$ cat src/rtl/start_end_marker_deframer_defines.svh
// assertion helpers shared by the deframer modules
`ifndef START_END_MARKER_DEFRAMER_DEFINES_SVH
`define START_END_MARKER_DEFRAMER_DEFINES_SVH

// condition that must hold at every edge out of reset
`define SMD_ASSERT_ALWAYS(name, clk, rst, cond, msg) \
   name: assert property (@(posedge clk) disable iff (rst) (cond)) else $error(msg);

// trigger in this cycle implies the consequence in the next cycle
`define SMD_ASSERT_NEXT(name, clk, rst, trig, cons, msg) \
   name: assert property (@(posedge clk) disable iff (rst) (trig) |=> (cons)) else $error(msg);

`endif

$ cat src/rtl/smd_pkg.sv
package smd_pkg;

   localparam int FRAME_LEN    = 16;
   localparam int BUFFER_LIMIT = 64;
   localparam int BYTE_W       = 8;
   localparam int CNT_W        = 7;
   localparam int CNT_MAX      = 127;
   localparam int IDX_W        = $clog2(FRAME_LEN);
   localparam int QUEUE_DEPTH  = 2;
   localparam int QPTR_W       = $clog2(QUEUE_DEPTH);
   localparam int QCNT_W       = QPTR_W + 1;
   localparam int CSR_IDX_W    = 2;

   localparam logic [CSR_IDX_W-1:0] CSR_START_MARKER = CSR_IDX_W'(0);
   localparam logic [CSR_IDX_W-1:0] CSR_END_MARKER   = CSR_IDX_W'(1);

   localparam logic [BYTE_W-1:0] START_MARKER_RST = BYTE_W'(60);
   localparam logic [BYTE_W-1:0] END_MARKER_RST   = BYTE_W'(62);

   typedef enum logic {
      KIND_FRAME    = 1'b0,
      KIND_OVERFLOW = 1'b1
   } kind_type;

   // element 0 is the oldest byte
   typedef logic [FRAME_LEN-1:0][BYTE_W-1:0] window_type;

   typedef struct packed {
      kind_type   kind;
      window_type bytes;
   } entry_type;

endpackage

$ cat src/rtl/smd_front.sv
module smd_front (
   input  logic                              clock,
   input  logic                              reset,
   input  logic                              req_tvalid,
   output logic                              req_tready,
   input  logic [smd_pkg::BYTE_W-1:0]        req_tdata,
   input  logic                              csr_valid,
   input  logic [smd_pkg::CSR_IDX_W-1:0]     csr_index,
   input  logic [smd_pkg::BYTE_W-1:0]        csr_data,
   output logic                              push_valid,
   input  logic                              push_ready,
   output smd_pkg::entry_type                push_data
);

   logic [smd_pkg::BYTE_W-1:0] start_marker_ff, start_marker_in;
   logic [smd_pkg::BYTE_W-1:0] end_marker_ff, end_marker_in;
   smd_pkg::window_type        window_ff, window_in;
   logic [smd_pkg::CNT_W-1:0]  bse_ff, bse_in;
   logic [smd_pkg::CNT_W-1:0]  bss_ff, bss_in;
   logic                       seen_ff, seen_in;

   logic                       accept;
   logic [smd_pkg::CNT_W-1:0]  bse_n, bss_n;
   logic                       seen_n;
   logic                       hit_frame, hit_ovf;

   always_ff @(posedge clock) begin
      if (reset) begin
         start_marker_ff <= smd_pkg::START_MARKER_RST;
         end_marker_ff   <= smd_pkg::END_MARKER_RST;
         bse_ff          <= '0;
         bss_ff          <= '0;
         seen_ff         <= 1'b0;
      end else begin
         start_marker_ff <= start_marker_in;
         end_marker_ff   <= end_marker_in;
         bse_ff          <= bse_in;
         bss_ff          <= bss_in;
         seen_ff         <= seen_in;
      end
   end

   always_ff @(posedge clock) begin
      window_ff <= window_in;
   end

   always_comb begin
      start_marker_in = start_marker_ff;
      end_marker_in   = end_marker_ff;
      if (csr_valid) begin
         if (csr_index == smd_pkg::CSR_START_MARKER) begin
            start_marker_in = csr_data;
         end else if (csr_index == smd_pkg::CSR_END_MARKER) begin
            end_marker_in = csr_data;
         end
      end
   end

   always_comb begin
      req_tready = push_ready;
      accept     = req_tvalid && req_tready;

      bse_n = (bse_ff != smd_pkg::CNT_W'(smd_pkg::CNT_MAX)) ?
              bse_ff + smd_pkg::CNT_W'(1) : bse_ff;
      bss_n = (seen_ff && (bss_ff != smd_pkg::CNT_W'(smd_pkg::CNT_MAX))) ?
              bss_ff + smd_pkg::CNT_W'(1) : bss_ff;
      seen_n    = seen_ff;
      hit_frame = 1'b0;
      hit_ovf   = 1'b0;

      // latest start marker wins
      if (req_tdata == start_marker_ff) begin
         seen_n = 1'b1;
         bss_n  = smd_pkg::CNT_W'(1);
      end

      if (req_tdata == end_marker_ff) begin
         hit_frame = seen_n && (bss_n == smd_pkg::CNT_W'(smd_pkg::FRAME_LEN));
         bse_n     = '0;
         bss_n     = '0;
         seen_n    = 1'b0;
      end

      // checked after the end marker clear, so an end marker never overflows
      if (bse_n >= smd_pkg::CNT_W'(smd_pkg::BUFFER_LIMIT)) begin
         hit_ovf = 1'b1;
         bse_n   = '0;
         bss_n   = '0;
         seen_n  = 1'b0;
      end

      if (accept) begin
         window_in = {req_tdata, window_ff[smd_pkg::FRAME_LEN-1:1]};
         bse_in    = bse_n;
         bss_in    = bss_n;
         seen_in   = seen_n;
      end else begin
         window_in = window_ff;
         bse_in    = bse_ff;
         bss_in    = bss_ff;
         seen_in   = seen_ff;
      end

      push_valid      = req_tvalid && (hit_frame || hit_ovf);
      push_data.kind  = hit_ovf ? smd_pkg::KIND_OVERFLOW : smd_pkg::KIND_FRAME;
      push_data.bytes = {req_tdata, window_ff[smd_pkg::FRAME_LEN-1:1]};
   end

endmodule

$ cat src/rtl/smd_fifo.sv
`include "start_end_marker_deframer_defines.svh"

module smd_fifo (
   input  logic               clock,
   input  logic               reset,
   input  logic               push_valid,
   output logic               push_ready,
   input  smd_pkg::entry_type push_data,
   output logic               pop_valid,
   input  logic               pop_ready,
   output smd_pkg::entry_type pop_data
);

   smd_pkg::entry_type               mem_ff [smd_pkg::QUEUE_DEPTH];
   logic [smd_pkg::QPTR_W-1:0]       wr_ptr_ff, wr_ptr_in;
   logic [smd_pkg::QPTR_W-1:0]       rd_ptr_ff, rd_ptr_in;
   logic [smd_pkg::QCNT_W-1:0]       count_ff, count_in;
   logic                             push, pop;

   always_ff @(posedge clock) begin
      if (reset) begin
         wr_ptr_ff <= '0;
         rd_ptr_ff <= '0;
         count_ff  <= '0;
      end else begin
         wr_ptr_ff <= wr_ptr_in;
         rd_ptr_ff <= rd_ptr_in;
         count_ff  <= count_in;
      end
   end

   always_ff @(posedge clock) begin
      if (push) begin
         mem_ff[wr_ptr_ff] <= push_data;
      end
   end

   always_comb begin
      push_ready = (count_ff != smd_pkg::QCNT_W'(smd_pkg::QUEUE_DEPTH));
      pop_valid  = (count_ff != '0);
      pop_data   = mem_ff[rd_ptr_ff];
      push       = push_valid && push_ready;
      pop        = pop_valid && pop_ready;

      wr_ptr_in = wr_ptr_ff;
      rd_ptr_in = rd_ptr_ff;
      if (push) begin
         wr_ptr_in = (wr_ptr_ff == smd_pkg::QPTR_W'(smd_pkg::QUEUE_DEPTH - 1)) ?
                     '0 : wr_ptr_ff + smd_pkg::QPTR_W'(1);
      end
      if (pop) begin
         rd_ptr_in = (rd_ptr_ff == smd_pkg::QPTR_W'(smd_pkg::QUEUE_DEPTH - 1)) ?
                     '0 : rd_ptr_ff + smd_pkg::QPTR_W'(1);
      end

      count_in = count_ff;
      if (push && !pop) begin
         count_in = count_ff + smd_pkg::QCNT_W'(1);
      end else if (pop && !push) begin
         count_in = count_ff - smd_pkg::QCNT_W'(1);
      end
   end

   `SMD_ASSERT_ALWAYS(a_count_bound, clock, reset,
      count_ff <= smd_pkg::QCNT_W'(smd_pkg::QUEUE_DEPTH), "queue count past depth")
   `SMD_ASSERT_NEXT(a_push_grows, clock, reset, push && !pop,
      count_ff == $past(count_ff) + smd_pkg::QCNT_W'(1), "push did not grow queue")
   `SMD_ASSERT_NEXT(a_pop_shrinks, clock, reset, pop && !push,
      count_ff == $past(count_ff) - smd_pkg::QCNT_W'(1), "pop did not shrink queue")

endmodule

$ cat src/rtl/smd_back.sv
`include "start_end_marker_deframer_defines.svh"

module smd_back (
   input  logic                        clock,
   input  logic                        reset,
   input  logic                        pop_valid,
   output logic                        pop_ready,
   input  smd_pkg::entry_type          pop_data,
   output logic                        rsp_tvalid,
   input  logic                        rsp_tready,
   output logic [smd_pkg::BYTE_W-1:0]  rsp_tdata,
   output logic                        rsp_tuser,
   output logic                        rsp_tlast
);

   smd_pkg::entry_type         ent_ff, ent_in;
   logic [smd_pkg::IDX_W-1:0]  idx_ff, idx_in;
   logic                       busy_ff, busy_in;
   logic                       beat, last;

   always_ff @(posedge clock) begin
      if (reset) begin
         busy_ff <= 1'b0;
         idx_ff  <= '0;
      end else begin
         busy_ff <= busy_in;
         idx_ff  <= idx_in;
      end
   end

   always_ff @(posedge clock) begin
      ent_ff <= ent_in;
   end

   always_comb begin
      last = (ent_ff.kind == smd_pkg::KIND_OVERFLOW) ||
             (idx_ff == smd_pkg::IDX_W'(smd_pkg::FRAME_LEN - 1));

      rsp_tvalid = busy_ff;
      rsp_tuser  = ent_ff.kind;
      rsp_tlast  = last;
      rsp_tdata  = (ent_ff.kind == smd_pkg::KIND_OVERFLOW) ? '0 : ent_ff.bytes[idx_ff];

      beat = rsp_tvalid && rsp_tready;
      // next entry loads on the beat that ends the current burst
      pop_ready = !busy_ff || (beat && last);

      ent_in  = ent_ff;
      idx_in  = idx_ff;
      busy_in = busy_ff;
      if (pop_ready && pop_valid) begin
         ent_in  = pop_data;
         idx_in  = '0;
         busy_in = 1'b1;
      end else if (beat) begin
         if (last) begin
            busy_in = 1'b0;
         end else begin
            idx_in = idx_ff + smd_pkg::IDX_W'(1);
         end
      end
   end

   `SMD_ASSERT_ALWAYS(a_idx_range, clock, reset,
      idx_ff <= smd_pkg::IDX_W'(smd_pkg::FRAME_LEN - 1), "burst index out of range")
   `SMD_ASSERT_ALWAYS(a_ovf_single, clock, reset,
      !(rsp_tvalid && rsp_tuser) || rsp_tlast, "overflow beat not marked last")
   `SMD_ASSERT_NEXT(a_burst_continues, clock, reset, beat && !last,
      rsp_tvalid && (idx_ff == $past(idx_ff) + smd_pkg::IDX_W'(1)), "frame burst broke off")

endmodule

$ cat src/rtl/start_end_marker_deframer.sv
// start/end marker deframer
// req channel: one received byte per beat in req_tdata. a start marker byte
// marks a frame start (latest one wins); an end marker byte closes the run.
// when the span from start to end, both included, is exactly FRAME_LEN bytes,
// the whole frame goes out on the rsp channel as a burst of FRAME_LEN beats,
// tuser 0, tlast on the final byte. after BUFFER_LIMIT bytes without an end
// marker one overflow beat goes out (tuser 1, data 0, tlast 1).
// csr channel: index 0 start marker, index 1 end marker; other indexes are
// dropped. always ready; write only while the block is idle.
// throughput: one input byte per cycle while the two-entry burst queue has
// room. a burst's entry goes through the queue, then the back end's entry
// register; its bytes then go out one per cycle while rsp_tready is high,
// as the back end's byte index steps. a rsp stall holds the current beat;
// the front keeps taking bytes until the queue fills, then drops req_tready.
// reset: markers back to their defaults, counters and queue cleared.
module start_end_marker_deframer (
   input  logic                              clock,
   input  logic                              reset,
   input  logic                              req_tvalid,
   output logic                              req_tready,
   input  logic [smd_pkg::BYTE_W-1:0]        req_tdata,   // [7:0] rx_byte
   output logic                              rsp_tvalid,
   input  logic                              rsp_tready,
   output logic [smd_pkg::BYTE_W-1:0]        rsp_tdata,   // [7:0] frame_byte
   output logic                              rsp_tuser,   // [0] result_kind
   output logic                              rsp_tlast,
   input  logic                              csr_valid,
   output logic                              csr_ready,
   input  logic [smd_pkg::CSR_IDX_W-1:0]     csr_index,
   input  logic [smd_pkg::BYTE_W-1:0]        csr_data
);

   logic               push_valid, push_ready;
   smd_pkg::entry_type push_data;
   logic               pop_valid, pop_ready;
   smd_pkg::entry_type pop_data;

   assign csr_ready = 1'b1;

   smd_front u_front (
      .clock      (clock),
      .reset      (reset),
      .req_tvalid (req_tvalid),
      .req_tready (req_tready),
      .req_tdata  (req_tdata),
      .csr_valid  (csr_valid),
      .csr_index  (csr_index),
      .csr_data   (csr_data),
      .push_valid (push_valid),
      .push_ready (push_ready),
      .push_data  (push_data)
   );

   smd_fifo u_fifo (
      .clock      (clock),
      .reset      (reset),
      .push_valid (push_valid),
      .push_ready (push_ready),
      .push_data  (push_data),
      .pop_valid  (pop_valid),
      .pop_ready  (pop_ready),
      .pop_data   (pop_data)
   );

   smd_back u_back (
      .clock      (clock),
      .reset      (reset),
      .pop_valid  (pop_valid),
      .pop_ready  (pop_ready),
      .pop_data   (pop_data),
      .rsp_tvalid (rsp_tvalid),
      .rsp_tready (rsp_tready),
      .rsp_tdata  (rsp_tdata),
      .rsp_tuser  (rsp_tuser),
      .rsp_tlast  (rsp_tlast)
   );

endmodule
$ cat config.mk
export PLATFORM = sky130hd
export DESIGN_NAME = start_end_marker_deframer
export DESIGN_NICKNAME = d
export VERILOG_FILES = /design/src/rtl/smd_pkg.sv /design/src/rtl/smd_front.sv /design/src/rtl/smd_fifo.sv /design/src/rtl/smd_back.sv /design/src/rtl/start_end_marker_deframer.sv
export VERILOG_INCLUDE_DIRS = /design/src /design/src/rtl
export SDC_FILE = /design/constraint.sdc
export NUM_CORES = 1
export LEC_CHECK = 0
export BUFFER_PORTS_ARGS = -buffer_cell sky130_fd_sc_hd__buf_2
export CAP_MARGIN = 25
export CORE_MARGIN = 3
export CORE_UTILIZATION = 40
export CTS_CLUSTER_DIAMETER = 80
export DETAILED_ROUTE_END_ITERATION = 8
export GPL_ROUTABILITY_DRIVEN = 0
export PLACE_DENSITY = 0.58
export SYNTH_ARGS = -nofsm -noshare
export SYNTH_HDL_FRONTEND = slang
export SYNTH_SLANG_ARGS = --single-unit
$ cat constraint.sdc
create_clock -name clock -period 11 [get_ports clock]
set_input_delay 0.55 -clock clock [delete_from_list [all_inputs] [get_ports clock]]
set_output_delay 0.55 -clock clock [all_outputs]
set_load 0.02 [all_outputs]
== Word level (Yosys, flattened, before mapping) ==
Memory sizes are Yosys's and may differ from the RTL's. A register that Yosys moved wholly into a read port is not among the register bits.
Index checks and enable logic that the tools add are counted.

* $add $sub $neg: 7
* $lt $le $gt $ge: 2
* Equal/unequal tests: 8
* Mux-type cells: 25
* Bitwise gates (word level): 2
* Reductions and logical operators: 26

{| class="wikitable"
|+ Operators with widths
! operator !! count
|-
| two-way mux 7 bit || 7
|-
| binary-select mux 8 bit (select 4 bit) || 1
|-
| == test 8 bit || 2
|-
| two-way mux 8 bit || 2
|-
| adder 7 x 1 -> 7 bit (second input constant) || 2
|-
| != test 7 bit (second input constant) || 2
|-
| two-way mux 1 bit || 13
|-
| logical AND 1 bit || 10
|-
| nonzero test 2 bit || 4
|-
| == test 7 x 5 -> 1 bit (second input constant) || 1
|-
| >= comparator 7 bit (second input constant) || 1
|-
| AND reduction 2 bit || 3
|-
| less-than comparator 4 x 5 -> 1 bit (second input constant) || 1
|-
| adder 4 x 1 -> 4 bit (second input constant) || 1
|-
| == test 4 bit (second input constant) || 1
|-
| two-way mux 2 bit || 2
|-
| logical NOT 1 bit || 3
|-
| logical OR 1 bit || 3
|-
| AND reduction 3 bit || 1
|-
| adder 1 bit (second input constant) || 2
|-
| adder 2 x 1 -> 2 bit (second input constant) || 1
|-
| == test 2 x 1 -> 1 bit (second input constant) || 1
|-
| logical NOT 2 bit || 1
|-
| != test 2 bit (second input constant) || 1
|-
| other kinds (3) || 4
|}

* Bits in registers: 160
* Memory bits (writable): 258
* Output and inout bits: 13
* Word-level logic and storage cells: 96
* Memories kept: 1

{| class="wikitable"
|+ Memories
! name !! depth !! bits a word !! read ports !! clocked after memory_dff !! write ports !! line !! source
|-
| u_fifo.mem_ff || 2 || 129 || 1 || 1 || 1 || smd_fifo.sv:14 || <nowiki>smd_pkg::entry_type mem_ff [smd_pkg::QUEUE_DEPTH];</nowiki>
|}

== Depth between registers and ports, before layout ==
* Depth after elaboration: 14
* Mapped depth: 11

== Cells and area by module ==
From an unflattened synthesis, not the netlist that was laid out.

* Cell total of the unflattened synthesis: 1057
* Area, all modules: 20216.9 um^2

{| class="wikitable"
|+ By module, submodules not included
! module !! times used !! cells an instance !! area an instance (um^2) !! sequential area each (um^2)
|-
| smd_fifo || 1 || 425 || 9566.7 || 7847.5
|-
| smd_front || 1 || 333 || 5395.2 || 4224.1
|-
| smd_back || 1 || 297 || 5243.8 || 3973.8
|-
| start_end_marker_deframer || 1 || 2 || 11.3 || 0.0
|}

== Least setup slack after synthesis ==
No wires, ideal clock.

* Path type: register to register
* Start: register u_back.idx_ff[3] in the netlist's numbering
* End: register u_fifo.count_ff[1] in the netlist's numbering
* Library setup time: 0.070 ns
* Data arrival time: 8.537 ns
* Required time: 10.930 ns
* Setup slack: 2.393 ns
* Cell stages (with the launch flop): 9
* Clock period less this slack: 8.607 ns
* Cells stage by stage: dfxtp_1 > buf_2 > a31o_2 > nand2_1 > a21oi_1 > inv_1 > ha_1 > or3_1 > a21oi_1

* Longest elaborated chain between the ends: 8
* Elaborated cells on any way between the ends: 10
* Classes of those cells: eq/ne (1); mux (1); reduce/logical (8)

{| class="wikitable"
|+ Ends and longest elaborated chain
! item !! line !! source
|-
| start: declaration || smd_back.sv:17 || <nowiki>logic [smd_pkg::IDX_W-1:0] idx_ff, idx_in;</nowiki>
|-
| start signal: assignment || smd_back.sv:27 || <nowiki>idx_ff <= idx_in;</nowiki>
|-
| == test 4 bit * || smd_back.sv:37 || <nowiki>(idx_ff == smd_pkg::IDX_W'(smd_pkg::FRAME_LEN - 1));</nowiki>
|-
| logical OR 1 bit * || smd_back.sv:36 || <nowiki>last = (ent_ff.kind == smd_pkg::KIND_OVERFLOW) ||</nowiki>
|-
| named net rsp_tlast || start_end_marker_deframer.sv:26 || <nowiki>output logic rsp_tlast,</nowiki>
|-
| logical AND 1 bit * || smd_back.sv:46 || <nowiki>pop_ready = !busy_ff || (beat && last);</nowiki>
|-
| logical OR 1 bit * || smd_back.sv:46 ||
|-
| logical AND 1 bit * || smd_fifo.sv:43 || <nowiki>pop = pop_valid && pop_ready;</nowiki>
|-
| logical NOT 1 bit || smd_fifo.sv:57 || <nowiki>if (push && !pop) begin</nowiki>
|-
| logical AND 1 bit || smd_fifo.sv:57 ||
|-
| two-way mux 2 bit / nonzero test 2 bit (equally long branches) || n/a ||
|-
| end signal: assignment || smd_fifo.sv:28 || <nowiki>count_ff <= count_in;</nowiki>
|-
| end: declaration || smd_fifo.sv:17 || <nowiki>logic [smd_pkg::QCNT_W-1:0] count_ff, count_in;</nowiki>
|}

The timed path passes the listed nets; every way through them passes the cells marked *.
A chain may end at the register's enable or synchronous reset.

== Worst setup path in the final report ==
* Start: register u_fifo.count_ff[0] in the netlist's numbering
* End: memory u_fifo.mem_ff[1][96] in the netlist's numbering (enable)

* Longest elaborated chain between the ends: 4

{| class="wikitable"
|+ Ends and longest elaborated chain
! item !! line !! source
|-
| != test 2 bit || smd_fifo.sv:39 || <nowiki>push_ready = (count_ff != smd_pkg::QCNT_W'(smd_pkg::QUEUE_DEPTH));</nowiki>
|-
| logical AND 1 bit || smd_fifo.sv:42 || <nowiki>push = push_valid && push_ready;</nowiki>
|-
| two-way mux 1 bit || smd_fifo.sv:33 || <nowiki>if (push) begin</nowiki>
|-
| two-way mux 1 bit (implied by the code) || smd_fifo.sv:34 || <nowiki>mem_ff[wr_ptr_ff] <= push_data;</nowiki>
|-
| end: declaration || smd_fifo.sv:14 ||
|}

No other way between the ends.

==> key figures <==
STA
  • Slew Viols, Final: 0
  • RSZ-0062 raised after global routing: no
  • Peak Freq: 202 MHz
  • Final min period: 4950 ps
  • Setup TNS: 0 ps
  • Normalized max-slew margin: 0.357
  • Final setup vio count: 0
  • Count of final hold-check violations: 0
  • Hold slack: 224 ps
  • Crit share post-route: 0.450
  • Setup Skew: 14.7 ps
  • Slew @ Worst Pin: 963 ps

Floorplan
  • Die H: 229 microns
  • Die area: 0.0523 sq mm
  • # rows: 80
  • Initial Util: 0.410
  • Core footprint: 0.0483 sq mm
  • # IOs: 36
  • Die Wd: 229 microns

Worst setup path
  • Nature of the critical path endpoint: flip-flop
  • Most frequent CP cell: buf_4
  • Max FO, Critical Path: 85
  • R2R cell count: 9
  • CP required: 11180 ps
  • Critical-path top delay cell: buf_4
  • Bufs and invs on worst path: 3
  • Crit Path Class: flip-flop to flip-flop
  • Critical Path Source Type: flip-flop
  • Crit path cell chain: nand2b_1 > nand2_1 > inv_6 > o2111ai_1 > nor4_2 > a21oi_2 > nor2b_4 > buf_4 > buf_4
  • Cell family with most CP delay: buffers and inverters
  • Crit path depth: 9
  • Worst path max stage delay: 750 ps
  • Worst EP arrival: 5130 ps

Route
  • Via-to-Cell Ratio: 4.90
  • First-pass iteration count of the detailed router: 5
  • Starting DRT DRC Count: 495
  • Via count: 8440
  • # DRC: 0
  • Routed WL per cell: 18.2 microns
  • Final wirelength: 31.3 mm
  • Detail Route Antenna Nets: 0

Logic synthesis
  • Most common cell in the netlist: edfxtp_1
  • Post-Synthesis Cells: 962
  • Cell area after synthesis: 0.0198 sq mm
  • Post-synth top area cell: edfxtp_1
  • Post-synth top cells: edfxtp_1 (507), mux2_2 (130), dfxtp_1 (40), mux4_2 (40), nand2_1 (33)
  • Post-synth ARST share: 0
  • Synth top area share: 0.768
  • EDFF count, synth: 507
  • FF+latch count, synth: 547
  • Ys flop type: edfxtp_1
  • Avg Inst Size Synth: 20.6 sq um
  • Seq/Total Area, Yosys: 0.808
  • Yosys cell types: 49
  • Synthesis Warnings: 0
  • Synth area leaders: edfxtp_1 (77%), mux2_2 (7.4%), mux4_2 (4.5%), dfxtp_1 (4.0%), nand2_1 (0.62%)
  • Post-Syn Nets: 989

Placed design
  • Number of buffers added on ports: 34
  • Inst Count DP: 1627
  • Post-DP HPWL: 15.9 mm

Min path
  • Hold Crit Class: input port to flip-flop
  • Hold depth: 2

CTS
  • # resized after CTS: 0
  • Hold buffers post-CTS: 0
  • Clock sinks: 547
  • CTS root buffer: clkbuf_16
  • CTS Buf Count: 52
  • Max Buffers Root-to-Sink: 3
  • H-Tree Depth: 2
  • CTS tree: built
  • Clk_lat worst skew: 560 ps
  • Total setup buffers inserted after CTS: 0
  • Clock transition at path regs: 60 ps

Global route
  • GRT Total Usage: 0.119
  • Vias in the first global route: 8901
  • Antenna violations before repair: 0
  • Congestion Overflow GR: 0
  • First-pass GRT wire length: 49.4 mm
  • Largest net degree at the start of global routing: 130

Power
  • Power per cell area: 234 mW/mm^2
  • Max VDD drop: 0.000178 V
  • P_leak: 7.16 nW

Layout
  • Fill cell count: 4025
  • # diodes: 0
  • Syn-to-layout area delta: 13.4%
  • Final net count: 1053
  • Final Util: 0.465
  • Share of cells above drive strength 1: 0.289
  • Final std cells w/o fill: 1723

Outcome
  • Status: completed

Run
  • Max Cap Viol: 0
## through the flow
step,setup WS (ps),power [mW],instance area [sq um]
floorplan,2390,3.43,19800
global placement,5800,3.56,20800
detailed placement,5710,3.58,20800
CTS,5800,5.32,22500
global route,5530,5.48,22500
finish,6050,5.25,22500
## where the power goes
group          internal (mW)  total, mW  switching (mW)  leakage (nW)
combinational          0.273      0.650           0.377          1.33
clock                   1.00       1.72           0.721         0.820
sequential              2.75       2.88           0.129          5.01
## worst reg2reg max path: cells and delay by family (launching register included)
kind,cells,cell delay (ps)
buffers and inverters,3,2250
flip-flops,1,390
AND/OR/NAND/NOR,4,1470
AO/OA/AOI/OAI,2,420
## flip-flops by register name, indices dropped and copies added, names as in the netlist, 2 cells and up
register	count
u_front.bse_ff	7
u_front.end_marker_ff	8
u_front.push_data	120
u_front.start_marker_ff	8
u_back.idx_ff	4
u_fifo.mem_ff	258
u_front.bss_ff	7
u_back.ent_ff	128
u_fifo.count_ff	2
## layout make-up
type,count,area [sq um],share of cell area
sequential,547,16000,0.713
multi-input combinational,374,3640,0.162
clock buffer,63,1360,0.0607
tap,656,821,0.0365
timing repair buffer,47,320,0.0142
clock inverter,32,285,0.0127
inverter,4,20.0,0.000891
## worst paths after layout
check | to | from | slack, ps
hold reg to reg | u_fifo.mem_ff[0][0] | u_front.push_data[0] | 450
setup reg to reg | u_fifo.mem_ff[1][96] | u_fifo.count_ff[0] | 6050
hold / removal | u_front.start_marker_ff[3] | csr_data[3] | 220
setup / recovery | u_fifo.mem_ff[1][96] | u_fifo.count_ff[0] | 6050
## cells by family (layout without fill, tap and decap cells)
group	Yosys count	count (layout)	share of synthesized area
DFF	547	547	0.808
and+or+nand+nor	123	123	0.0318
muxes	177	177	0.123
other	1	1	0.000189
buffers and inverters	41	146	0.00965
adders and majority gates	4	4	0.00252
xor gates and xnor gates	23	23	0.0102
AOI/OAI and AO/OA	46	46	0.0146
## routing by layer
| layer | GRT usage | vias to the layer above | part of all wire |
|---|---|---|---|
| met1 | 0.161 | 4324 | 0.46 |
| met4 | 0.0302 | 0 | 0.016 |
| li1 | - | 3938 | - |
| met3 | 0.0250 | 35 | 0.044 |
| met5 | 0 | - | 0 |
| met2 | 0.199 | 143 | 0.48 |
## placed cells by master (no fill, tap or decap), types with 4 or more instances in the layout
cell         n
a211o_1      4
clkbuf_1    10
mux2_2     130
nor2b_1     14
dfxtp_1     37
a21oi_1     19
mux4_2      40
a31oi_1      4
buf_2       34
clkbuf_16   53
nand2_1     33
nor3_1      12
edfxtp_1   507
nor2_1      24
clkinv_2    16
bufinv_16    5
ha_1         4
buf_4       10
nand3b_1     6
nand4_1      9
xor2_1      13
mux2i_1      6
nand3_1      5
xnor2_1     10
clkinv_1     8
o21ai_0      7
Note: power is estimated with default switching activity, not from simulation.
